--- src/rtl/core/odo_pkg.sv ---
// ----------------------------------------------------------------------------
// Odometry package
// Shared types, register codes, reset values and the CORDIC arctangent table
// for the differential drive odometry block.
// ----------------------------------------------------------------------------
`default_nettype none

package odo_pkg;

  // Default values of the top level parameters.
  localparam int unsigned HEADING_BITS_DEF = 24;
  localparam int unsigned CORDIC_STEPS_DEF = 16;

  // Configuration port.
  localparam int unsigned PADDR_W = 3;
  localparam int unsigned PDATA_W = 32;

  typedef enum logic {
    REG_HALF_WHEEL_RADIUS = 1'b0,
    REG_TURN_GAIN         = 1'b1
  } odo_reg_e;

  localparam logic [15:0] HALF_WHEEL_RADIUS_RST = 16'd1966;
  localparam logic [23:0] TURN_GAIN_RST         = 24'd400527;

  // CORDIC constants: Q4.30 start value folding in the rotation gain, and the
  // width of the iteration index (the table holds 24 entries).
  localparam int unsigned ATAN_LEN   = 24;
  localparam int unsigned ITER_IDX_W = 5;
  localparam logic signed [33:0] CORDIC_GAIN_Q30 = 34'sd652032874;

  typedef struct packed {
    logic signed [15:0] left_wheel_delta;
    logic signed [15:0] right_wheel_delta;
  } odo_in_t;

  typedef struct packed {
    logic signed [31:0] pos_x;
    logic signed [31:0] pos_y;
    logic [23:0]        heading;
    logic [31:0]        path_distance;
  } odo_out_t;

  typedef struct packed {
    logic [15:0] half_wheel_radius;
    logic [23:0] turn_gain;
  } odo_cfg_t;

  // Commands from the controller to the datapath.
  typedef struct packed {
    logic                  load_in;
    logic                  upd_heading;
    logic                  upd_step;
    logic                  cordic_init;
    logic                  cordic_iter;
    logic                  do_round;
    logic                  upd_x;
    logic                  upd_y;
    logic                  publish;
    logic [ITER_IDX_W-1:0] iter;
  } odo_cmd_t;

  // Arctangent of 2^-i as a fraction of a 32-bit turn.
  function automatic logic [31:0] atan_turn(input logic [ITER_IDX_W-1:0] idx);
    logic [31:0] val;
    case (idx)
      5'd0:    val = 32'd536870912;
      5'd1:    val = 32'd316933406;
      5'd2:    val = 32'd167458907;
      5'd3:    val = 32'd85004756;
      5'd4:    val = 32'd42667331;
      5'd5:    val = 32'd21354465;
      5'd6:    val = 32'd10679838;
      5'd7:    val = 32'd5340245;
      5'd8:    val = 32'd2670163;
      5'd9:    val = 32'd1335087;
      5'd10:   val = 32'd667544;
      5'd11:   val = 32'd333772;
      5'd12:   val = 32'd166886;
      5'd13:   val = 32'd83443;
      5'd14:   val = 32'd41722;
      5'd15:   val = 32'd20861;
      5'd16:   val = 32'd10430;
      5'd17:   val = 32'd5215;
      5'd18:   val = 32'd2608;
      5'd19:   val = 32'd1304;
      5'd20:   val = 32'd652;
      5'd21:   val = 32'd326;
      5'd22:   val = 32'd163;
      5'd23:   val = 32'd81;
      default: val = 32'd0;
    endcase
    return val;
  endfunction

endpackage

`default_nettype wire

--- src/rtl/core/odo_ctrl.sv ---
// ----------------------------------------------------------------------------
// Odometry controller
// Sequences one word through the heading, step length, CORDIC, position and
// distance updates, and owns the input and output handshakes.
// ----------------------------------------------------------------------------
`default_nettype none

module odo_ctrl #(
  parameter int unsigned CORDIC_STEPS = odo_pkg::CORDIC_STEPS_DEF
) (
  input  wire logic        clk_i,
  input  wire logic        rst_ni,
  input  wire logic        in_valid_i,
  output logic             in_ready_o,
  output logic             out_valid_o,
  input  wire logic        out_ready_i,
  output odo_pkg::odo_cmd_t cmd_o
);
  import odo_pkg::*;

  localparam int unsigned ITER_W = $clog2(CORDIC_STEPS);
  localparam logic [ITER_W-1:0] ITER_LAST = ITER_W'(CORDIC_STEPS - 1);

  typedef enum logic [3:0] {
    ST_IDLE,
    ST_HEAD,
    ST_STEP,
    ST_INIT,
    ST_ITER,
    ST_ROUND,
    ST_POSX,
    ST_POSY,
    ST_PUB
  } state_e;

  state_e            state_q;
  logic [ITER_W-1:0] iter_q;
  logic              out_valid_q;
  logic              accept;
  logic              publish;

  assign in_ready_o  = (state_q == ST_IDLE);
  assign out_valid_o = out_valid_q;
  assign accept      = in_valid_i && in_ready_o;
  // The result register may be reloaded in the cycle its old word is taken.
  assign publish     = (state_q == ST_PUB) && (!out_valid_q || out_ready_i);

  always_ff @(posedge clk_i or negedge rst_ni) begin
    if (!rst_ni) begin
      state_q     <= ST_IDLE;
      iter_q      <= '0;
      out_valid_q <= 1'b0;
    end else begin
      if (out_valid_q && out_ready_i && !publish) begin
        out_valid_q <= 1'b0;
      end
      case (state_q)
        ST_IDLE: begin
          if (accept) begin
            state_q <= ST_HEAD;
          end
        end
        ST_HEAD:  state_q <= ST_STEP;
        ST_STEP:  state_q <= ST_INIT;
        ST_INIT: begin
          iter_q  <= '0;
          state_q <= ST_ITER;
        end
        ST_ITER: begin
          if (iter_q == ITER_LAST) begin
            state_q <= ST_ROUND;
          end else begin
            iter_q <= iter_q + 1'b1;
          end
        end
        ST_ROUND: state_q <= ST_POSX;
        ST_POSX:  state_q <= ST_POSY;
        ST_POSY:  state_q <= ST_PUB;
        ST_PUB: begin
          if (publish) begin
            out_valid_q <= 1'b1;
            state_q     <= ST_IDLE;
          end
        end
        default: state_q <= ST_IDLE;
      endcase
    end
  end

  always_comb begin
    cmd_o             = '0;
    cmd_o.load_in     = accept;
    cmd_o.upd_heading = (state_q == ST_HEAD);
    cmd_o.upd_step    = (state_q == ST_STEP);
    cmd_o.cordic_init = (state_q == ST_INIT);
    cmd_o.cordic_iter = (state_q == ST_ITER);
    cmd_o.do_round    = (state_q == ST_ROUND);
    cmd_o.upd_x       = (state_q == ST_POSX);
    cmd_o.upd_y       = (state_q == ST_POSY);
    cmd_o.publish     = publish;
    cmd_o.iter        = ITER_IDX_W'(iter_q);
  end

endmodule

`default_nettype wire

--- config.mk ---
export PLATFORM = sky130hd
export DESIGN_NAME = odo_ctrl
export DESIGN_NICKNAME = d
export VERILOG_FILES = /design/src/rtl/core/odo_pkg.sv /design/src/rtl/core/odo_ctrl.sv
export SDC_FILE = /design/constraint.sdc
export NUM_CORES = 1
export LEC_CHECK = 0
export BUFFER_PORTS_ARGS = -buffer_cell sky130_fd_sc_hd__buf_4
export CORE_MARGIN = 2
export CORE_UTILIZATION = 35
export DETAILED_ROUTE_END_ITERATION = 10
export PLACE_DENSITY_LB_ADDON = 0.2
export SLEW_MARGIN = 10
export SYNTH_ARGS = -nofsm -noshare
export SYNTH_HDL_FRONTEND = slang
export SYNTH_SLANG_ARGS = --single-unit
export TNS_END_PERCENT = 100
--- constraint.sdc ---
create_clock -name clk_i -period 1.3 [get_ports clk_i]
set_input_delay 0.195 -clock clk_i [delete_from_list [all_inputs] [get_ports clk_i]]
set_output_delay 0.195 -clock clk_i [all_outputs]
set_load 0.01 [all_outputs]
### Word level (Yosys, flattened, before mapping)

Cells that the tools add are included.

* bits in latches: 0
* bits in writable memories: 0
* input bits: 4
* ROM bits: 0
* output and inout bits: 16
* register bits after elaboration: 9
* memories kept: 0

* bitwise gates (word level): 0
* $mul: 0
* mux-type cells: 9
* add/sub/neg operators: 1
* div/mod/pow operators: 0
* equal/unequal tests: 13
* magnitude comparators: 0
* shift-type cells: 0
* reduce and logical (&&, ||, !) cells: 11

Operator list (number)
* 4-bit one-hot mux with 9 select lines: 1
* 4-bit by 3-bit == test with 1-bit output, second input constant: 4
* 4-bit two-way mux: 4
* 4-bit by 2-bit == test with 1-bit output, second input constant: 2
* 4-bit == test, second input constant: 2
* 4-bit one-hot mux with 2 select lines: 1
* 4-bit by 1-bit adder with 4-bit output, second input constant: 1
* 4-bit by 1-bit == test with 1-bit output, second input constant: 1
* 1-bit logical AND: 4
* 4-bit zero test: 1
* 2-bit by 1-bit != test with 1-bit output, second input constant: 2
* 2-bit != test, second input constant: 2
* 1-bit two-way mux: 3
* 3-bit AND reduction: 1
* 1-bit zero test: 2
* 2-bit AND reduction: 1
* 2-bit nonzero test: 1
* 1-bit logical OR: 1

### Logic depth before layout (Yosys ltp)

* depth in word-level cells: 8
* mapped depth: 4
* depth with buffers taken out: 4

### Worst setup path before layout

No wires, ideal clock.

* kind: reg-to-output
* start: register state_q[1]
* end: output port cmd_o[13] in the netlist's numbering
* path buffers: 1
* cell stages (with the launch flop): 4
* data required time: 1105 ps
* setup slack: -155 ps
* arrival: 1260 ps
* path through: dfrtp_1 nor4_1 and2_1 buf_4

* word-level cells in the longest chain between the ends: 2

RTL lines
* start, declared: RTL line odo_ctrl.sv:36 `state_e state_q;`
* start signal, assigned: RTL line odo_ctrl.sv:50 `state_q <= ST_IDLE;`
* start signal, assigned: RTL line odo_ctrl.sv:60 `state_q <= ST_HEAD;`
* start signal, assigned: RTL line odo_ctrl.sv:63 `ST_HEAD: state_q <= ST_STEP;`
* 4-bit zero test: RTL line odo_ctrl.sv:42 `assign in_ready_o = (state_q == ST_IDLE);`
* via in_ready_o: RTL line odo_ctrl.sv:14 `output logic in_ready_o,`
* 1-bit logical AND: RTL line odo_ctrl.sv:44 `assign accept = in_valid_i && in_ready_o;`
* end, declared: RTL line odo_ctrl.sv:17 `output odo_pkg::odo_cmd_t cmd_o`

The timed path passes the listed nets, and every way through them passes these cells.

==> impl_metrics.sql <==
INSERT INTO impl_metrics (metric_group, metric, value, unit) VALUES
('run_status', 'outcome', 'complete, but fails checks', ''),
('logic_synthesis', 'synthesis.yosys.warnings', '0', ''),
('run', 'max_cap_viol_count', '0', ''),
('hold_path', 'timing.hold.worst.class', 'input pin to flop', ''),
('run_status', 'violations', 'negative setup slack', ''),
('logic_synthesis', 'synthesis.instances', '55', ''),
('die', 'core', '1470', 'µm²'),
('setup_path', 'critPathMaxFanout', '5', ''),
('setup_path', 'worst_stage_delay_on_the_critical_path', '440', 'ps'),
('logic_synthesis', 'synth_area', '533', 'µm²'),
('die', 'core.rowCount', '14', ''),
('clocking', 'cts-buffers-inserted', '3', ''),
('die', 'initial_core_util', '36.2', '%'),
('route', 'wirelength', '1330', 'µm'),
('setup_path', 'critPathSlowestCell', 'sky130_fd_sc_hd__dfrtp_2', ''),
('global_routing', 'grt_pass1_vias', '460', ''),
('pwr', 'vdd.ir_drop.worst', '1090', 'µV'),
('global_routing', 'global_route_wire_length_before_repair', '2020', 'µm'),
('finish', 'syn2layout_area_growth', '70.9', '%'),
('finish', 'insertedDiodeCount', '0', ''),
('clocking', 'clk_slew_on_worst_s_h_paths', '60', 'ps'),
('route', 'drt_wl_cell', '12.6', 'µm'),
('sta', 'finalSetupViolations', '14', ''),
('pwr', 'power_density', '2340', 'nW/µm²'),
('setup_path', 'worst-endpoint-arrival', '1470', 'ps'),
('hold_path', 'hp-start', 'out_ready_i', ''),
('logic_synthesis', 'synth_top_area_share', '42.3', '%'),
('pwr', 'leakage', '0.457', 'nW'),
('logic_synthesis', 'synth-edff-count', '0', ''),
('global_routing', 'overflow', '0', ''),
('setup_path', 'launch_point_of_the_worst_reg_to_reg_path', 'state_q[0]', ''),
('setup_path', 'crit_path_end_kind', 'output port', ''),
('sta', 'finalWorstSetupSlack', '-366', 'ps'),
('sta', 'min_period', '1670', 'ps'),
('setup_path', 'path_class', 'flop to output port', ''),
('finish', 'nets', '95', ''),
('die', 'boundaryPins', '20', ''),
('clocking', 'h-tree-depth', '1', ''),
('hold_path', 'whs_endpoint', 'out_valid_o', ''),
('logic_synthesis', 'part_of_the_yosys_area_used_for_sequential_elements', '42.3', '%'),
('route', 'routed_via_density', '4.94', ''),
('setup_path', 'cp_common_cell', 'sky130_fd_sc_hd__buf_4', ''),
('setup_path', 'reg2reg_depth', '7', ''),
('finish', 'final_design_area_no_fill', '911', 'µm²'),
('sta', 'skew', '3.49', 'ps'),
('global_routing', 'grt_max_degree', '10', ''),
('route', 'via_count', '519', ''),
('placement', 'gp_routability_congestion', '0.850', ''),
('global_routing', 'globalRouteTotalUtil', '14.7', '%'),
('clocking', 'cts-root-buf', 'sky130_fd_sc_hd__clkbuf_4', ''),
('logic_synthesis', 'async_reset_ff_share', '100', '%'),
('sta', 'timing.final.max_slew_violations', '0', ''),
('setup_path', 'worst_setup_path_start_kind', 'flop', ''),
('placement', 'dp.final_hpwl', '828', 'µm'),
('die', 'die_height', '43.0', 'µm'),
('logic_synthesis', 'syn_avg_cell_area', '9.69', 'µm²'),
('finish', 'fraction_of_final_layout_cells_sized_beyond_drive_strength_1', '59.6', '%'),
('placement', 'port_buffers', '18', ''),
('die', 'die_area', '1850', 'µm²'),
('finish', 'post_layout_nonfiller_instances', '105', ''),
('sta', 'rsz_0062_raised_after_global_routing', 'yes', ''),
('sta', 'min_period_over_period', '128', '%'),
('hold_path', 'holdPathStages', '3', ''),
('logic_synthesis', 'synth.largest_area_cell', 'sky130_fd_sc_hd__dfrtp_1', ''),
('global_routing', 'antenna_found_initial', '0', ''),
('clocking', 'cts.path.max_buffers', '2', ''),
('route', 'post-route-drc-count', '0', ''),
('logic_synthesis', 'dominantRegCellSynth', 'sky130_fd_sc_hd__dfrtp_1', ''),
('setup_path', 'critical_path.cell_chain', 'buf_4 > buf_6 > nor4b_4 > buf_4 > buf_4', ''),
('logic_synthesis', 'postSynthNetCount', '60', ''),
('route', 'final_antenna_net_count', '0', '');
[cells in the final DEF (no fill, tap or decap), types with 2 or more instances in the layout]
master and count:
sky130_fd_sc_hd__a21oi_1 3, sky130_fd_sc_hd__nor2_1 4, sky130_fd_sc_hd__and3_1 2, sky130_fd_sc_hd__nor2_2 2, sky130_fd_sc_hd__buf_6 6, sky130_fd_sc_hd__nor3_2 2, sky130_fd_sc_hd__clkbuf_4 3, sky130_fd_sc_hd__buf_4 28
sky130_fd_sc_hd__nand2_1 4, sky130_fd_sc_hd__nand2b_4 2, sky130_fd_sc_hd__dfrtp_2 2, sky130_fd_sc_hd__dfrtp_1 7, sky130_fd_sc_hd__mux2i_1 2
[timing repair]
action                                  CTS  global route
hold buffers                              1             0
buffers inserted                          4             2
hold endpoints to repair                  9             0
endpoints found under the setup margin   13            15
resized for setup                        10             7
pin swaps                                 2             3
[where the power goes]
group | internal [mW] | total [mW] | switching [mW]
Clock | 0.118 | 0.215 | 0.0969
Sequential | 0.397 | 0.514 | 0.117
Combinational | 0.783 | 1.40 | 0.619
[flip-flops by register name, indices dropped and copies added (netlist names)]
signal,flops
iter_q,4
state_q,4
out_valid_o,1
[critical path: cells and delay by family (launching register included)]
kind	cells	cell delay (ps)
AND/OR/NAND/NOR	1	250
buffers and inverters	4	530
flip-flops	1	440
[worst max-delay path by stage]
stage          cells past startpoint       end  slack, ps  startpoint
6_report                           5  cmd_o[9]       -370  state_q[0]
5_1_grt                            3  cmd_o[5]       -420  state_q[0]
4_1_cts                            3  cmd_o[5]       -360  state_q[1]
3_5_place_dp                       3  cmd_o[5]        -90  state_q[0]
3_3_place_gp                       3  cmd_o[5]        -90  state_q[0]
2_1_floorplan                      3  cmd_o[5]       -110  state_q[1]
[stage by stage]
step	hold slack (ps)	setup slack, ps	util, %	power, mW	TNS, ps
2_1_floorplan	-101	-112	-	1.08	-273
3_3_place_gp	27.0	-89.0	50.3	1.55	-148
3_5_place_dp	24.1	-89.5	50.3	1.56	-200
4_1_cts	238	-358	58.8	2.02	-2630
5_1_grt	308	-422	61.9	2.28	-3860
6_report	263	-366	61.9	2.13	-3090
[routing by layer]
layer	vias up	share of wire, %	global-route usage [%]
met5	-	0	0
met2	9	53	22.7
met4	0	0.90	9.09
met1	254	43	19.7
li1	254	-	-
met3	2	2.9	1.28
[logic make-up (layout without fill, tap and decap cells)]
family                     count (synthesis)  in the layout  synth area share [%]
AOI/OAI and AO/OA                          6              6                  7.04
xor gates and xnor gates                   1              1                  1.64
adders and majority gates                  1              1                  2.35
buffers and inverters                      6             40                  7.28
DFF                                        9              9                  42.3
muxes                                      2              2                  3.76
other                                      1              1                 0.704
and+or+nand+nor                           29             29                  35.0
[final cells by class]
type	instances	area, µm²	area share, %
Multi-Input combinational cell	40	345	37.9
Tap cell	16	20.0	2.20
Timing Repair Buffer	35	288	31.6
Clock buffer	4	26.3	2.88
Inverter	1	3.75	0.412
Sequential cell	9	228	25.0
Note: power is estimated with default switching activity, not from simulation.
