===== src/rtl/core/odo_pkg.sv =====
// ----------------------------------------------------------------------------
// Odometry package
// Shared types, register codes, reset values and the CORDIC arctangent table
// for the differential drive odometry block.
// ----------------------------------------------------------------------------
`default_nettype none

package odo_pkg;

  // Default values of the top level parameters.
  localparam int unsigned HEADING_BITS_DEF = 24;
  localparam int unsigned CORDIC_STEPS_DEF = 16;

  // Configuration port.
  localparam int unsigned PADDR_W = 3;
  localparam int unsigned PDATA_W = 32;

  typedef enum logic {
    REG_HALF_WHEEL_RADIUS = 1'b0,
    REG_TURN_GAIN         = 1'b1
  } odo_reg_e;

  localparam logic [15:0] HALF_WHEEL_RADIUS_RST = 16'd1966;
  localparam logic [23:0] TURN_GAIN_RST         = 24'd400527;

  // CORDIC constants: Q4.30 start value folding in the rotation gain, and the
  // width of the iteration index (the table holds 24 entries).
  localparam int unsigned ATAN_LEN   = 24;
  localparam int unsigned ITER_IDX_W = 5;
  localparam logic signed [33:0] CORDIC_GAIN_Q30 = 34'sd652032874;

  typedef struct packed {
    logic signed [15:0] left_wheel_delta;
    logic signed [15:0] right_wheel_delta;
  } odo_in_t;

  typedef struct packed {
    logic signed [31:0] pos_x;
    logic signed [31:0] pos_y;
    logic [23:0]        heading;
    logic [31:0]        path_distance;
  } odo_out_t;

  typedef struct packed {
    logic [15:0] half_wheel_radius;
    logic [23:0] turn_gain;
  } odo_cfg_t;

  // Commands from the controller to the datapath.
  typedef struct packed {
    logic                  load_in;
    logic                  upd_heading;
    logic                  upd_step;
    logic                  cordic_init;
    logic                  cordic_iter;
    logic                  do_round;
    logic                  upd_x;
    logic                  upd_y;
    logic                  publish;
    logic [ITER_IDX_W-1:0] iter;
  } odo_cmd_t;

  // Arctangent of 2^-i as a fraction of a 32-bit turn.
  function automatic logic [31:0] atan_turn(input logic [ITER_IDX_W-1:0] idx);
    logic [31:0] val;
    case (idx)
      5'd0:    val = 32'd536870912;
      5'd1:    val = 32'd316933406;
      5'd2:    val = 32'd167458907;
      5'd3:    val = 32'd85004756;
      5'd4:    val = 32'd42667331;
      5'd5:    val = 32'd21354465;
      5'd6:    val = 32'd10679838;
      5'd7:    val = 32'd5340245;
      5'd8:    val = 32'd2670163;
      5'd9:    val = 32'd1335087;
      5'd10:   val = 32'd667544;
      5'd11:   val = 32'd333772;
      5'd12:   val = 32'd166886;
      5'd13:   val = 32'd83443;
      5'd14:   val = 32'd41722;
      5'd15:   val = 32'd20861;
      5'd16:   val = 32'd10430;
      5'd17:   val = 32'd5215;
      5'd18:   val = 32'd2608;
      5'd19:   val = 32'd1304;
      5'd20:   val = 32'd652;
      5'd21:   val = 32'd326;
      5'd22:   val = 32'd163;
      5'd23:   val = 32'd81;
      default: val = 32'd0;
    endcase
    return val;
  endfunction

endpackage

`default_nettype wire


===== src/rtl/core/odo_cfg.sv =====
// ----------------------------------------------------------------------------
// Odometry configuration registers
// APB-style register file holding the half wheel radius and the turn gain.
// ----------------------------------------------------------------------------
`default_nettype none

module odo_cfg (
  input  wire logic                          clk_i,
  input  wire logic                          rst_ni,
  input  wire logic                          psel,
  input  wire logic                          penable,
  input  wire logic                          pwrite,
  input  wire logic [odo_pkg::PADDR_W-1:0]   paddr,
  input  wire logic [odo_pkg::PDATA_W-1:0]   pwdata,
  output logic      [odo_pkg::PDATA_W-1:0]   prdata,
  output logic                               pready,
  output odo_pkg::odo_cfg_t                  cfg_o
);
  import odo_pkg::*;

  logic [15:0] half_wheel_radius_q;
  logic [23:0] turn_gain_q;
  logic        wr_en;
  odo_reg_e    reg_sel;

  assign pready  = 1'b1;
  assign wr_en   = psel && penable && pwrite;
  assign reg_sel = odo_reg_e'(paddr[2]);

  always_ff @(posedge clk_i or negedge rst_ni) begin
    if (!rst_ni) begin
      half_wheel_radius_q <= HALF_WHEEL_RADIUS_RST;
      turn_gain_q         <= TURN_GAIN_RST;
    end else if (wr_en) begin
      case (reg_sel)
        REG_HALF_WHEEL_RADIUS: half_wheel_radius_q <= pwdata[15:0];
        REG_TURN_GAIN:         turn_gain_q         <= pwdata[23:0];
        default: ;
      endcase
    end
  end

  always_comb begin
    case (reg_sel)
      REG_HALF_WHEEL_RADIUS: prdata = PDATA_W'(half_wheel_radius_q);
      REG_TURN_GAIN:         prdata = PDATA_W'(turn_gain_q);
      default:               prdata = '0;
    endcase
  end

  assign cfg_o.half_wheel_radius = half_wheel_radius_q;
  assign cfg_o.turn_gain         = turn_gain_q;

endmodule

`default_nettype wire


===== config.mk =====
export PLATFORM = sky130hd
export DESIGN_NAME = odo_cfg
export DESIGN_NICKNAME = d
export VERILOG_FILES = /design/src/rtl/core/odo_pkg.sv /design/src/rtl/core/odo_cfg.sv
export SDC_FILE = /design/constraint.sdc
export NUM_CORES = 1
export LEC_CHECK = 0
export BUFFER_PORTS_ARGS = -buffer_cell sky130_fd_sc_hd__buf_2
export CAP_MARGIN = 20
export CORE_MARGIN = 2
export CORE_UTILIZATION = 43
export DETAILED_ROUTE_END_ITERATION = 10
export PLACE_DENSITY = 0.79
export RECOVER_POWER = 50
export SLEW_MARGIN = 40
export SYNTH_ARGS = -nofsm -noshare
export SYNTH_HDL_FRONTEND = slang
export SYNTH_SLANG_ARGS = --single-unit

===== constraint.sdc =====
create_clock -name clk_i -period 1.1 [get_ports clk_i]
set_input_delay 0.165 -clock clk_i [delete_from_list [all_inputs] [get_ports clk_i]]
set_output_delay 0.165 -clock clk_i [all_outputs]
set_load 0.05 [all_outputs]

# Word level (Yosys, flattened, before mapping)
# Index checks and enable logic that the tools add are counted.
# W data, S select, Z words.
word_totals:
  ff_bits: 40
  inputBits: 40
  elab_cells: 8
classes:
  muxes: 1
  bitwise: 1
  n_reduce_logical: 4
ops:
  columns: ["op", "n"]
  rows:
  - ["$pmux W32 S2", 1]
  - ["$reduce_and A2 Y1", 2]
  - ["$logic_and A1 B1 Y1", 2]
  - ["$not A1 Y1", 1]

# Logic depth before layout (Yosys ltp)
# Gate-level depths: netlist of run 1.
logic_depth:
  depth_word: 3
  mapped_depth: 4
  ltp_nobuf: 2

# Least setup slack after synthesis of run 1
# OpenSTA, ideal clock, no wires.
synth_timing:
  path_type: "register -> output"
  from: "register turn_gain_q[17]"
  to: "output prdata[17] (netlist name)"
  t_arrival_ns: 1.147
  required_ns: 0.935
  path_slack_ns: -0.212
  path_stages_with_launch: 2
  cell_sequence: "dfstp_2 > and2_1"
synth_between:
  elab_chain_len: 1
synth_lines:
  columns: ["element", "line_no", "text"]
  rows:
  - ["start: declaration", "odo_cfg.sv:22", "logic [23:0] turn_gain_q;"]
  - ["start signal: assignment", "odo_cfg.sv:37", "REG_TURN_GAIN: turn_gain_q <= pwdata[23:0];"]
  - ["$pmux W32 S2", "odo_cfg.sv:44", "case (reg_sel)"]
  - ["end: declaration", "odo_cfg.sv:15", "output logic [odo_pkg::PDATA_W-1:0] prdata,"]
# No other way between the ends. The select of a mux whose other input is x is not followed.

# Final worst setup path of run 1
layout_timing:
  from: "register half_wheel_radius_q[3]"
  to: "output prdata[3] (netlist name)"
layout_between:
  elab_chain_len: 1
layout_lines:
  columns: ["element", "line_no", "text"]
  rows:
  - ["start: declaration", "odo_cfg.sv:21", "logic [15:0] half_wheel_radius_q;"]
  - ["start signal: assignment", "odo_cfg.sv:36", "REG_HALF_WHEEL_RADIUS: half_wheel_radius_q <= pwdata[15:0];"]
  - ["$pmux W32 S2", "odo_cfg.sv:44", null]
# No other way between the ends. The select of a mux whose other input is x is not followed.

==> run summary, run 1 <==
On the final layout, the worst hold slack is 0.1121 ns. The maximum fanout along the worst path was 3. The share of the synthesized area in the top cell type was 0.2874; the instance area after placement was 2591 um2. The run gives 0.6429 as the worst relative slew slack.

The number of global-route vias before repair is 1530, and the DRC violation count after routing is 0. The run gives 2862 um as the post-detailed-placement half-perimeter wirelength. Number of pins with negative max-slew slack in the final report: 0.

The logs give 0 for the initial antenna violation count and 297 for the count of non-filler cells in the finished layout. The clock transition at the registers of the reported paths was 0.07 ns. The finished layout cell area is 3400 um2. Clock tree synthesis selected as its root buffer the cell sky130_fd_sc_hd__clkbuf_8. The library cell used most frequently in the layout, excluding fill and tap cells, is sky130_fd_sc_hd__buf_8. Buffers placed on the I/O ports in this run total 93.

The layer flagged by global routing as most heavily used is met2. The power per cell area was 2326 nW/um2. Synthesis produced a netlist whose cell count is 123. The tools report the count of different cell masters after synthesis as 12.

The global-route met2 utilization is 0.3416, and the H-tree depth reported by CTS is 2. The mean instance size in the synthesized netlist was 15.57 um2. The area occupied by multi-input gates was 862.1 um2.

TritonCTS built the clock tree. The fraction of the core area covered by cells at the end of the flow is 0.7862. The critical path required time is 0.94 ns.

The run gives 5182 um as the final wirelength. The standard-cell row count is 24. Leaving out fill and tap cells, the most frequent cells in the layout are sky130_fd_sc_hd__buf_8, sky130_fd_sc_hd__mux2_2, sky130_fd_sc_hd__buf_2. STA classifies the critical path startpoint as a flip-flop. For the met3 global-route usage, the log shows 0.06553.

The run gives 7417 um as the global-route wire length before repair. After detailed placement, the design holds a cell count of 268. The post-route minimum period is 1.330 ns, and the longest individual stage delay on the worst path is 0.58 ns. The total die area came out at 5005 um2. Fill cell instance count of the final layout: 249.

In the final design database the tool counted 284 nets. The sequential cells in the finished layout cover a total of 1044 um2. The mapped netlist covers 1916 um2. Setup repair after global routing could not meet its margin everywhere. The via count of the routed design was 1425; the setup violation total in the final timing report was 54. The share of synthesized area occupied by flip-flops and latches was 0.5343; the final critical-path share of the clock period was 1.209. From left edge to right edge, the die measures 70.75 um. The number of warnings reported in the yosys synthesis log was 0. The run finished, with violations left. On the final layout, the worst clock skew is 0 ns. The tools report the sink count of the clock tree as 40.

The layout-stage area growth over the synthesis result works out to 77.47%. The logs give 1.657 nW for the leakage dissipation and 0 for the number of nets still failing antenna checks after routing. The total power of the final layout is 7.906 mW, and the slew of the pin with the lowest slew margin is 0.5356 ns. The worst-case clock buffer depth was 2; the largest net degree at the start of global routing was 41. The cell family with the largest share of critical-path delay is flip-flops. Traced cell by cell, the critical path runs through mux2_4, buf_8. The initial cell density of the core is 0.4430.

The checks that failed: setup timing. Summed over all layers, the global routing overflow is 0. The run gives 0 as the final hold violation count.

The slowest stage of the critical path is the sky130_fd_sc_hd__dfstp_2 cell. The buffering stage count on the worst path with inverters included was 1. The class of the tightest hold or removal check was in2reg. The first detailed-routing pass ran for 4 iterations.

Dividing the detail-routed via count by the number of cells gives 4.798. The run gives 0.1884 as the overall global routing resource usage. For the global-route met1 utilization, the log shows 0.2184. Setup slack after layout: -0.2303 ns. In the post-synthesis netlist, the biggest area contributors are sky130_fd_sc_hd__dfrtp_1, sky130_fd_sc_hd__mux2_2, sky130_fd_sc_hd__dfstp_2. Summed over all instances, the cell type with the most area after synthesis is sky130_fd_sc_hd__dfrtp_1.

Routability-driven placement finished with a final weighted congestion of 0.7119. Number of synthesized register bits: 40. The worst IR drop on VDD was 1662 uV. After floorplanning, the core was sized to cover 4324 um2. The die is 70.75 um tall. The routed length per instance is 17.45 um. STA classifies the critical path endpoint as a primary output. In this run, the number of DRC markers left after iteration 0 of detailed routing was 44.

For the worst setup path, the data arrival time is 1.17 ns. The critical setup path kind was reg2out. The fraction of layout instances using a drive strength above 1 came out at 0.9224. At the later pin of the worst-skew pair, clock insertion delay measures 0.28 ns. The logs give 5 for the CTS buffer count and 113 for the number of top-level pins.

Setup slack on the worst reg-to-reg path comes out at 0.09 ns. The tool flagged a number of max-cap violations equal to 0. Timing would allow up to 0.7517 GHz. The number of antenna diodes in the final layout is 0.
## through the flow
| step | setup TNS, ns | setup slack, ns |
|---|---|---|
| floorplan | -0.5634 | -0.04716 |
| global placement | -2.285 | -0.1244 |
| detailed placement | -3.346 | -0.1448 |
| CTS | -5.721 | -0.2058 |
| global route | -7.524 | -0.2579 |
| finish | -5.815 | -0.2303 |
## power breakdown
group / internal [mW] / switching [mW]
logic: 2.08 / 2.60
registers: 1.93 / 0.300
clock network: 0.512 / 0.471
total: 4.53 / 3.38
## synth_stat cells
master / instances
sky130_fd_sc_hd__buf_6: 4
sky130_fd_sc_hd__nand4_4: 1
sky130_fd_sc_hd__conb_1: 2
sky130_fd_sc_hd__dfstp_2: 18
sky130_fd_sc_hd__dfrtp_1: 22
sky130_fd_sc_hd__nand4b_4: 1
sky130_fd_sc_hd__buf_4: 9
sky130_fd_sc_hd__mux2_4: 10
sky130_fd_sc_hd__and2_1: 8
sky130_fd_sc_hd__buf_2: 1
sky130_fd_sc_hd__clkbuf_1: 1
sky130_fd_sc_hd__mux2_2: 46
## path summary, 6_finish.rpt
kind	startpoint	to	cells past startpoint
min in group asynchronous	rst_ni	turn_gain_q[23]	3
min	pwdata[19]	turn_gain_q[19]	2
max	half_wheel_radius_q[3]	prdata[3]	2
min reg2reg	turn_gain_q[16]	turn_gain_q[16]	1
max in group asynchronous	rst_ni	turn_gain_q[21]	3
max reg2reg	half_wheel_radius_q[0]	half_wheel_radius_q[0]	3
## repair_timing
| item | 4_1_cts | 5_1_grt |
|---|---|---|
| pin swaps | 7 | 0 |
| endpoints found under the setup margin | 47 | 62 |
| hold buffers | 1 | 0 |
| setup buffers | 12 | 11 |
| endpoints found under the hold margin | 22 | 0 |
| gates resized for setup | 138 | 55 |
## state kept, by name (all words and copies together), names as in the netlist
register,flops
half_wheel_radius_q,16
turn_gain_q,24
## layout make-up
cell class              count  area share
clock buffers               8     0.02650
repair buffers            122      0.3938
flip-flops and latches     40      0.3070
multi-input cells          75      0.2536
well taps                  52     0.01914
## cell families (layout without fill, tap and decap cells)
| family | after synthesis | in the layout | share of synthesized area |
|---|---|---|---|
| other | 2 | 9 | 0.003920 |
| DFF | 40 | 40 | 0.5343 |
| muxes | 56 | 56 | 0.3488 |
| buffers and inverters | 15 | 130 | 0.06335 |
| and+or+nand+nor | 10 | 10 | 0.04964 |
## per-layer routing
| metal | part of all wire | wire length, um | up-vias |
|---|---|---|---|
| li1 | - | - | 648 |
| met4 | 0.0058 | 30 | 0 |
| met3 | 0.073 | 380 | 6 |
| met5 | 0 | 0 | - |
| met2 | 0.55 | 2873 | 71 |
| met1 | 0.37 | 1898 | 700 |
No activity file was read; power rests on OpenSTA's default activity.
==> run 2, diff against run 1 <==
--- a/config.mk
+++ b/config.mk
@@ -10,7 +10,7 @@
 export CORE_MARGIN = 2
 export CORE_UTILIZATION = 43
 export DETAILED_ROUTE_END_ITERATION = 10
-export PLACE_DENSITY = 0.79
+export PLACE_DENSITY_LB_ADDON = 0.12
 export RECOVER_POWER = 50
 export SLEW_MARGIN = 40
 export SYNTH_ARGS = -nofsm -noshare
==> run 2 against run 1 <==
The run still ends with setup timing left. Global-route usage increased by 0.28 points. Non-clock buffer count increased by 4. First-iteration DRC count increased by 9.1%. Sequential share of layout area about the same. Core utilization decreased by 0.12 points. Critical path depth unchanged. Sequential power about the same. Register-to-register slack about the same. Sequential cell count unchanged. Clock power increased by 20%. Largest cell class unchanged.
==> run summary, run 2 (same netlist as run 1, synthesis figures left out) <==
The logs give 268 (unchanged) for the number of cells after detailed placement and 0.4430 (unchanged) for the initial cell density of the core. The path length in cells of the critical path works out to 2 (unchanged). The setup slack after layout is -0.2232 ns (was -0.2303 ns). Regs by FF count: turn_gain_q: 24 flops, half_wheel_radius_q: 16 flops (unchanged). The worst reg-to-reg path cell count is 3 (unchanged). The tools report the clock root buffer as sky130_fd_sc_hd__clkbuf_8 (unchanged). The number of top-level pins was 113 (unchanged). Post-route minimum period: 1.323 ns (was 1.330 ns).

TritonCTS built the clock tree. The number of flip-flops in the largest register is 24 (unchanged), and the longest individual stage delay on the worst path is 0.57 ns (was 0.58 ns). CTS buffer count: 5 (unchanged). The combinational power share was 0.576 (was 0.593); the maximum fanout along the worst path was 3 (unchanged). The number of nets at the end of the flow is 288 (was 284).

Number of port buffers: 93 (unchanged). The share of total power in the clock network was 0.147 (was 0.124). Ordered cell list for the critical path: mux2_4, buf_8 (unchanged). The category of the worst setup path capture point was a primary output (unchanged).

The net switching power is 3.382 mW (was 3.375 mW). The overall die height was 70.75 um (unchanged). The worst relative slew slack was 0.6377 (was 0.6429); the number of global-route vias before repair was 1483 (was 1530).

The logs give 5005 um2 (unchanged) for the total die area and 4 (unchanged) for the detailed-router iteration count before antenna repair. The power per cell area was 2357 nW/um2 (was 2326 nW/um2); the count of non-filler cells in the finished layout was 301 (was 297). The run gives 48 (was 44) as the number of DRC violations after detailed-routing iteration 0. The sequential cell fraction of total power was 0.277 (was 0.283). Violations in the final reports: setup timing (unchanged).

The slew of the pin with the lowest slew margin came out at 0.5434 ns (was 0.5356 ns). The final critical-path share of the clock period was 1.203 (was 1.209); the setup violation total in the final timing report was 49 (was 54). The total power of the final layout is 8.002 mW (was 7.906 mW). The most common cell after layout, fill and taps aside is sky130_fd_sc_hd__buf_8 (unchanged).

The routed length per instance came out at 16.91 um (was 17.45 um). The horizontal die dimension is 70.75 um (unchanged), and the number of pins with negative max-slew slack in the final report is 0 (unchanged). The tools report the internal power component as 4.620 mW (was 4.531 mW). Final-layout setup total negative slack: -6.153 ns (was -5.815 ns). The critical path required time was 0.94 ns (about the same).

The tools report the minimum hold slack as 0.1110 ns (was 0.1121 ns). The overall global routing resource usage is 0.1913 (was 0.1884). Sort of element at the start of the critical path: a flip-flop (unchanged).

The number of antenna cells inserted came out at 0 (unchanged). The core area is 4324 um2 (unchanged). The final wirelength is 5090 um (was 5182 um), and the layout-stage area growth over the synthesis result is 77.20% (was 77.47%). Highest-delay cell along the critical path: sky130_fd_sc_hd__dfstp_2 (unchanged). The detailed-route vias per instance was 4.850 (was 4.798); the clock insertion delay at the later pin of the skew report was 0.29 ns (was 0.28 ns).

Max capacitance violation total: 0 (unchanged). The worst IR drop on VDD was 1406 uV (was 1662 uV). The fraction of layout instances using a drive strength above 1 is 0.9357 (was 0.9224).

For the number of nets still failing antenna checks after routing, the log shows 0 (unchanged). The run gives 0.7530 (was 0.7119) as the weighted congestion at the end of routability-driven global placement. The tools report the H-tree depth reported by CTS as 2 (unchanged).

The register with the highest flop count was turn_gain_q (unchanged). The run gives 0.7850 (was 0.7862) as the fraction of the core area covered by cells at the end of the flow. The cell family with the largest share of critical-path delay is flip-flops (unchanged).

The net switching share of the total power was 0.4227 (was 0.4269); the leakage dissipation was 1.663 nW (was 1.657 nW). Worst-case clock buffer depth: 2 (unchanged). The post-detailed-placement half-perimeter wirelength is 3112 um (was 2862 um), and the largest net degree at the start of global routing is 41 (unchanged). The DRC violation count after routing came out at 0 (unchanged). The remaining global-route overflow was 0 (unchanged). The fill cell instance count of the final layout was 260 (was 249). Clock transition at the registers of the reported paths: 0.08 ns (was 0.07 ns). For the sink count of the clock tree, the log shows 40 (unchanged). The via count of the routed design was 1460 (was 1425); the buffering stage count on the worst path with inverters included was 1 (unchanged). The critical setup path kind was reg2out (unchanged). The arrival time of the worst setup path was 1.16 ns (was 1.17 ns). The logs give 7438 um (was 7417 um) for the global-route wire length before repair and 0 (unchanged) for the final hold violation count. Top library cells by usage in the layout, fill and taps aside: sky130_fd_sc_hd__buf_8, sky130_fd_sc_hd__mux2_2, sky130_fd_sc_hd__buf_2 (unchanged).

The worst hold path stage count is 2 (unchanged). The class of the tightest hold or removal check is in2reg (unchanged). The final worst clock skew was 0 ns (unchanged); the standard-cell row count was 24 (unchanged).

The instance area after placement is 2566 um2 (was 2591 um2), and the finished layout cell area is 3395 um2 (was 3400 um2). Setup repair after global routing could not meet its margin everywhere. The run gives -0.1236 ns (was -0.1448 ns) as the worst-case setup slack after placement.

The tools report the initial antenna violation count as 0 (unchanged). The flow ran to the end, but the final reports show violations. The maximum clock frequency was 0.7558 GHz (was 0.7517 GHz).
## run 2: worst register-to-register path: cells and delay by family, from the launching register on
family,cells,cell delay [ns]
buf+inv,2,0.24
mux,1,0.25
flops,1,0.41
## run 2: worst paths after layout
path	from	slack (ns)	endpoint
worst max-delay path	half_wheel_radius_q[2]	-0.22	prdata[2]
worst min-delay path	pwdata[19]	0.11	turn_gain_q[19]
worst max register to register	turn_gain_q[15]	0.09	turn_gain_q[15]
worst min register to register	half_wheel_radius_q[13]	0.53	half_wheel_radius_q[13]
max in group asynchronous	rst_ni	0.19	turn_gain_q[4]
min in group asynchronous	rst_ni	0.51	half_wheel_radius_q[0]
## run 2: cell type report
type,instances,area (um2),area share
timing repair buffer,126,1297,0.3822
clock buffer,5,68.82,0.02027
sequential,40,1044,0.3074
tap,52,65.06,0.01917
multi-input combinational,75,877.1,0.2584
clock inverter,3,42.54,0.01253
## run 2: power groups by stage
stage               Clock [mW]  Sequential, mW  Combinational, mW
floorplan                    0            3.35               1.45
global placement             0            2.16               3.25
detailed placement           0            2.20               3.29
CTS                       1.22            2.22               4.14
global route              1.27            2.26               4.75
finish                    1.18            2.22               4.61
## run 2: what timing repair did
action / CTS / global route
endpoints found under the hold margin: 22 / 0
buffers inserted: 6 / 20
setup endpoints to repair: 55 / 60
cloned: 0 / 0
hold buffers: 1 / 0
pin swaps: 7 / 0
resized for setup: 133 / 46
## run 2: routing by layer
metal / GRT usage / routed length [um] / share of wire
met2: 0.3634 / 2963 / 0.58
met1: 0.2067 / 1739 / 0.34
met3: 0.05840 / 304 / 0.060
met5: 0 / 0 / 0
met4: 0.04403 / 81 / 0.016
==> run 3, diff against run 2 <==
--- a/config.mk
+++ b/config.mk
@@ -8,8 +8,9 @@
 export BUFFER_PORTS_ARGS = -buffer_cell sky130_fd_sc_hd__buf_2
 export CAP_MARGIN = 20
 export CORE_MARGIN = 2
-export CORE_UTILIZATION = 43
+export CORE_UTILIZATION = 47
 export DETAILED_ROUTE_END_ITERATION = 10
+export GPL_TIMING_DRIVEN = 0
 export PLACE_DENSITY_LB_ADDON = 0.12
 export RECOVER_POWER = 50
 export SLEW_MARGIN = 40
==> constraint.sdc (replaced) <==
create_clock -name clk_i -period 1.6 [get_ports clk_i]
set_input_delay 0.24 -clock clk_i [delete_from_list [all_inputs] [get_ports clk_i]]
set_output_delay 0.24 -clock clk_i [all_outputs]
set_load 0.05 [all_outputs]
==> run 3 against run 2 <==
The run now ends clean. Core utilization down 15 points. Non-clock buffer count down 18. Setup slack better by 0.34 ns. Sequential cell count unchanged. Via count down 8.9%. Global-route usage down 1.4 points. Critical path depth up 2. First-iteration DRC count down 29%. Register-to-register slack better by 0.73 ns. Highest routed layer unchanged. Die area down 8.0%. Clock-buffer cell count up 2. Largest power group unchanged.
==> run summary, run 3 (same netlist as run 1, synthesis figures left out) <==
The flow ran to the end, and the final reports show no timing, DRC or antenna violations. The critical path required time was 1.36 ns (was 0.94 ns). The final wirelength is 3983 um (was 5090 um). The final worst clock skew is 0 ns (unchanged), and the post-route minimum period is 1.481 ns.

The logs give 0.340 (was 0.277) for the sequential cell fraction of total power and 270 (was 288) for the number of nets at the end of the flow. Category of the worst setup path capture point: a primary output (unchanged). The register with the highest flop count is turn_gain_q (unchanged). The number of port buffers came out at 92 (was 93).

Top library cells by usage in the layout, fill and taps aside: sky130_fd_sc_hd__buf_2, sky130_fd_sc_hd__mux2_2, sky130_fd_sc_hd__dfrtp_1 (was sky130_fd_sc_hd__buf_8, sky130_fd_sc_hd__mux2_2, sky130_fd_sc_hd__buf_2). Ordered cell list for the critical path: buf_6, clkbuf_1, mux2_2, buf_2 (was mux2_4, buf_8). The maximum fanout along the worst path came out at 10 (was 3). For the number of nets still failing antenna checks after routing, the log shows 0 (unchanged). The highest-delay cell along the critical path was sky130_fd_sc_hd__mux2_2 (was sky130_fd_sc_hd__dfstp_2).

The routed length per instance was 14.17 um (was 16.91 um). The total area of sequential cells was 1023 um2 (was 1044 um2). The tools report the leakage dissipation as 1.290 nW (was 1.663 nW). The tools report the post-detailed-placement half-perimeter wirelength as 2947 um (was 3112 um).

The buffering stage count on the worst path with inverters included works out to 3 (was 1). The layout-stage area growth over the synthesis result works out to 31.22% (was 77.20%). The fraction of layout instances using a drive strength above 1 was 0.7749 (was 0.9357); the number of top-level pins was 113 (unchanged). The logs give 3971 um2 (was 4324 um2) for the core area and 41 (unchanged) for the largest net degree at the start of global routing. Sink count of the clock tree: 40 (unchanged). Regs by FF count: turn_gain_q: 24 flops, half_wheel_radius_q: 16 flops (unchanged). The most common cell after layout, fill and taps aside is sky130_fd_sc_hd__buf_2 (was sky130_fd_sc_hd__buf_8). The overall global routing resource usage was 0.1777 (was 0.1913). The clock transition at the registers of the reported paths is 0.07 ns (was 0.08 ns). The worst relative slew slack was 0.3652 (was 0.6377); the final critical-path share of the clock period was 0.9259.

For the combinational power share, the log shows 0.504 (was 0.576). The logs give 0.4824 (was 0.4430) for the initial cell density of the core and 4.286 mW (was 8.002 mW) for the total power of the final layout. Timing would allow up to 0.6750 GHz. The longest individual stage delay on the worst path was 0.37 ns (was 0.57 ns). For the final-layout setup total negative slack, the log shows 0 ns (was -6.153 ns). The number of global-route vias before repair came out at 1255 (was 1483).

The overall die height was 67.84 um (was 70.75 um); the net switching share of the total power was 0.4831 (was 0.4227). Critical setup path kind: in2out (was reg2out). The slew of the pin with the lowest slew margin was 0.9521 ns (was 0.5434 ns). The logs give 0.1186 ns (was -0.2232 ns) for the setup slack after layout and 0 (unchanged) for the DRC violation count after routing.

The logs give 2.216 mW (was 4.620 mW) for the internal power component and 0 (unchanged) for the initial antenna violation count. The run gives 0.2157 (was 0.2067) as the global-route met1 utilization. The remaining global-route overflow came out at 0 (unchanged).

The logs give 2.070 mW (was 3.382 mW) for the net switching power and 949.6 uV (was 1406 uV) for the worst IR drop on VDD. Setup repair after global routing left no endpoint under its margin. For the number of antenna cells inserted, the log shows 0 (unchanged).

The cell family with the largest share of critical-path delay was buffers and inverters (was flip-flops). The power per cell area is 1705 nW/um2 (was 2357 nW/um2). The logs give 763.2 um2 (was 877.1 um2) for the area occupied by multi-input gates and 323 (was 260) for the fill cell instance count of the final layout. The H-tree depth reported by CTS came out at 2 (unchanged).

The tools report the detailed-router iteration count before antenna repair as 4 (unchanged). The detailed-route vias per instance works out to 4.733 (was 4.850). Class of the tightest hold or removal check: in2reg (unchanged). The standard-cell row count was 23 (was 24). The number of flip-flops in the largest register was 24 (unchanged). TritonCTS built the clock tree.

For the worst-case clock buffer depth, the log shows 2 (unchanged). The CTS buffer count was 5 (unchanged); the final hold violation count was 0 (unchanged). The setup violation total in the final timing report came out at 0 (was 49). Clock root buffer: sky130_fd_sc_hd__clkbuf_8 (unchanged). The met3 global-route usage was 0.04605 (was 0.05840); the global-route wire length before repair was 5899 um (was 7438 um). The fraction of the core area covered by cells at the end of the flow was 0.6330 (was 0.7850).

Sort of element at the start of the critical path: an input port (was a flip-flop). Global-route layer with the greatest usage: met2 (unchanged). The run gives 0.3039 (was 0.3634) as the global-route met2 utilization. The logs give 4602 um2 (was 5005 um2) for the total die area and 0 (unchanged) for the number of pins with negative max-slew slack in the final report.

The run gives 0 (unchanged) as the max capacitance violation total. Arrival time of the worst setup path: 1.24 ns (was 1.16 ns). The run gives 1330 (was 1460) as the via count of the routed design. The share of total power in the clock network was 0.157 (was 0.147); the worst-case setup slack after placement was 0.07741 ns (was -0.1236 ns). The weighted congestion at the end of routability-driven global placement is 0.6425 (was 0.7530), and the horizontal die dimension is 67.84 um (was 70.75 um). The number of DRC violations after detailed-routing iteration 0 came out at 34 (was 48). The clock insertion delay at the later pin of the skew report is 0.28 ns (was 0.29 ns).
[run 3: cell types whose count changed in the layout (fill, tap and decap cells not counted), sizes merged]
cell and change:
buf -20, bufinv -1, clkbuf +4, clkinv -1
[run 3: final timing paths]
kind	startpoint	endpoint	slack, ns	cells past startpoint
max in group asynchronous	rst_ni	half_wheel_radius_q[0]	0.38	2
max	paddr[2]	prdata[15]	0.12	4
max reg2reg	turn_gain_q[9]	turn_gain_q[9]	0.82	1
min	pwdata[18]	turn_gain_q[18]	0.19	2
min reg2reg	turn_gain_q[21]	turn_gain_q[21]	0.52	1
min in group asynchronous	rst_ni	turn_gain_q[22]	0.64	2
[run 3: power groups by stage]
stage          Combinational, mW  Clock, mW  Sequential, mW
2_1_floorplan              0.917          0            2.28
3_3_place_gp                2.16          0            1.46
3_5_place_dp                2.18          0            1.48
4_1_cts                     2.19      0.699            1.47
5_1_grt                     2.25      0.747            1.50
6_report                    2.16      0.671            1.46
[run 3: layout make-up]
class,count,area share
clock buffers,7,0.03435
well taps,50,0.02489
clock inverters,1,0.002987
flip-flops and latches,40,0.4072
multi-input cells,75,0.3036
repair buffers,93,0.1872
plain buffers,15,0.03982
[run 3: what timing repair did]
| action | 4_1_cts | 5_1_grt |
|---|---|---|
| hold endpoints to repair | 0 | 22 |
| buffers inserted | 0 | 0 |
| hold buffers | 0 | 1 |
| resized for setup | 0 | 0 |
| endpoints found under the setup margin | 0 | 0 |
[run 3: stage by stage]
stage	cells	hold WS [ns]	cell area, um2
3_3_place_gp	272	0.3802	2465
2_1_floorplan	130	-0.05559	1942
3_5_place_dp	272	0.3964	2465
5_1_grt	281	0.1775	2514
4_1_cts	280	0.08372	2559
6_report	281	0.1858	2514
[run 3: per-layer routing]
layer / vias up / share of wire
met4: 0 / 0.010
met5: - / 0
li1: 624 / -
met1: 642 / 0.40
met2: 58 / 0.51
met3: 6 / 0.080
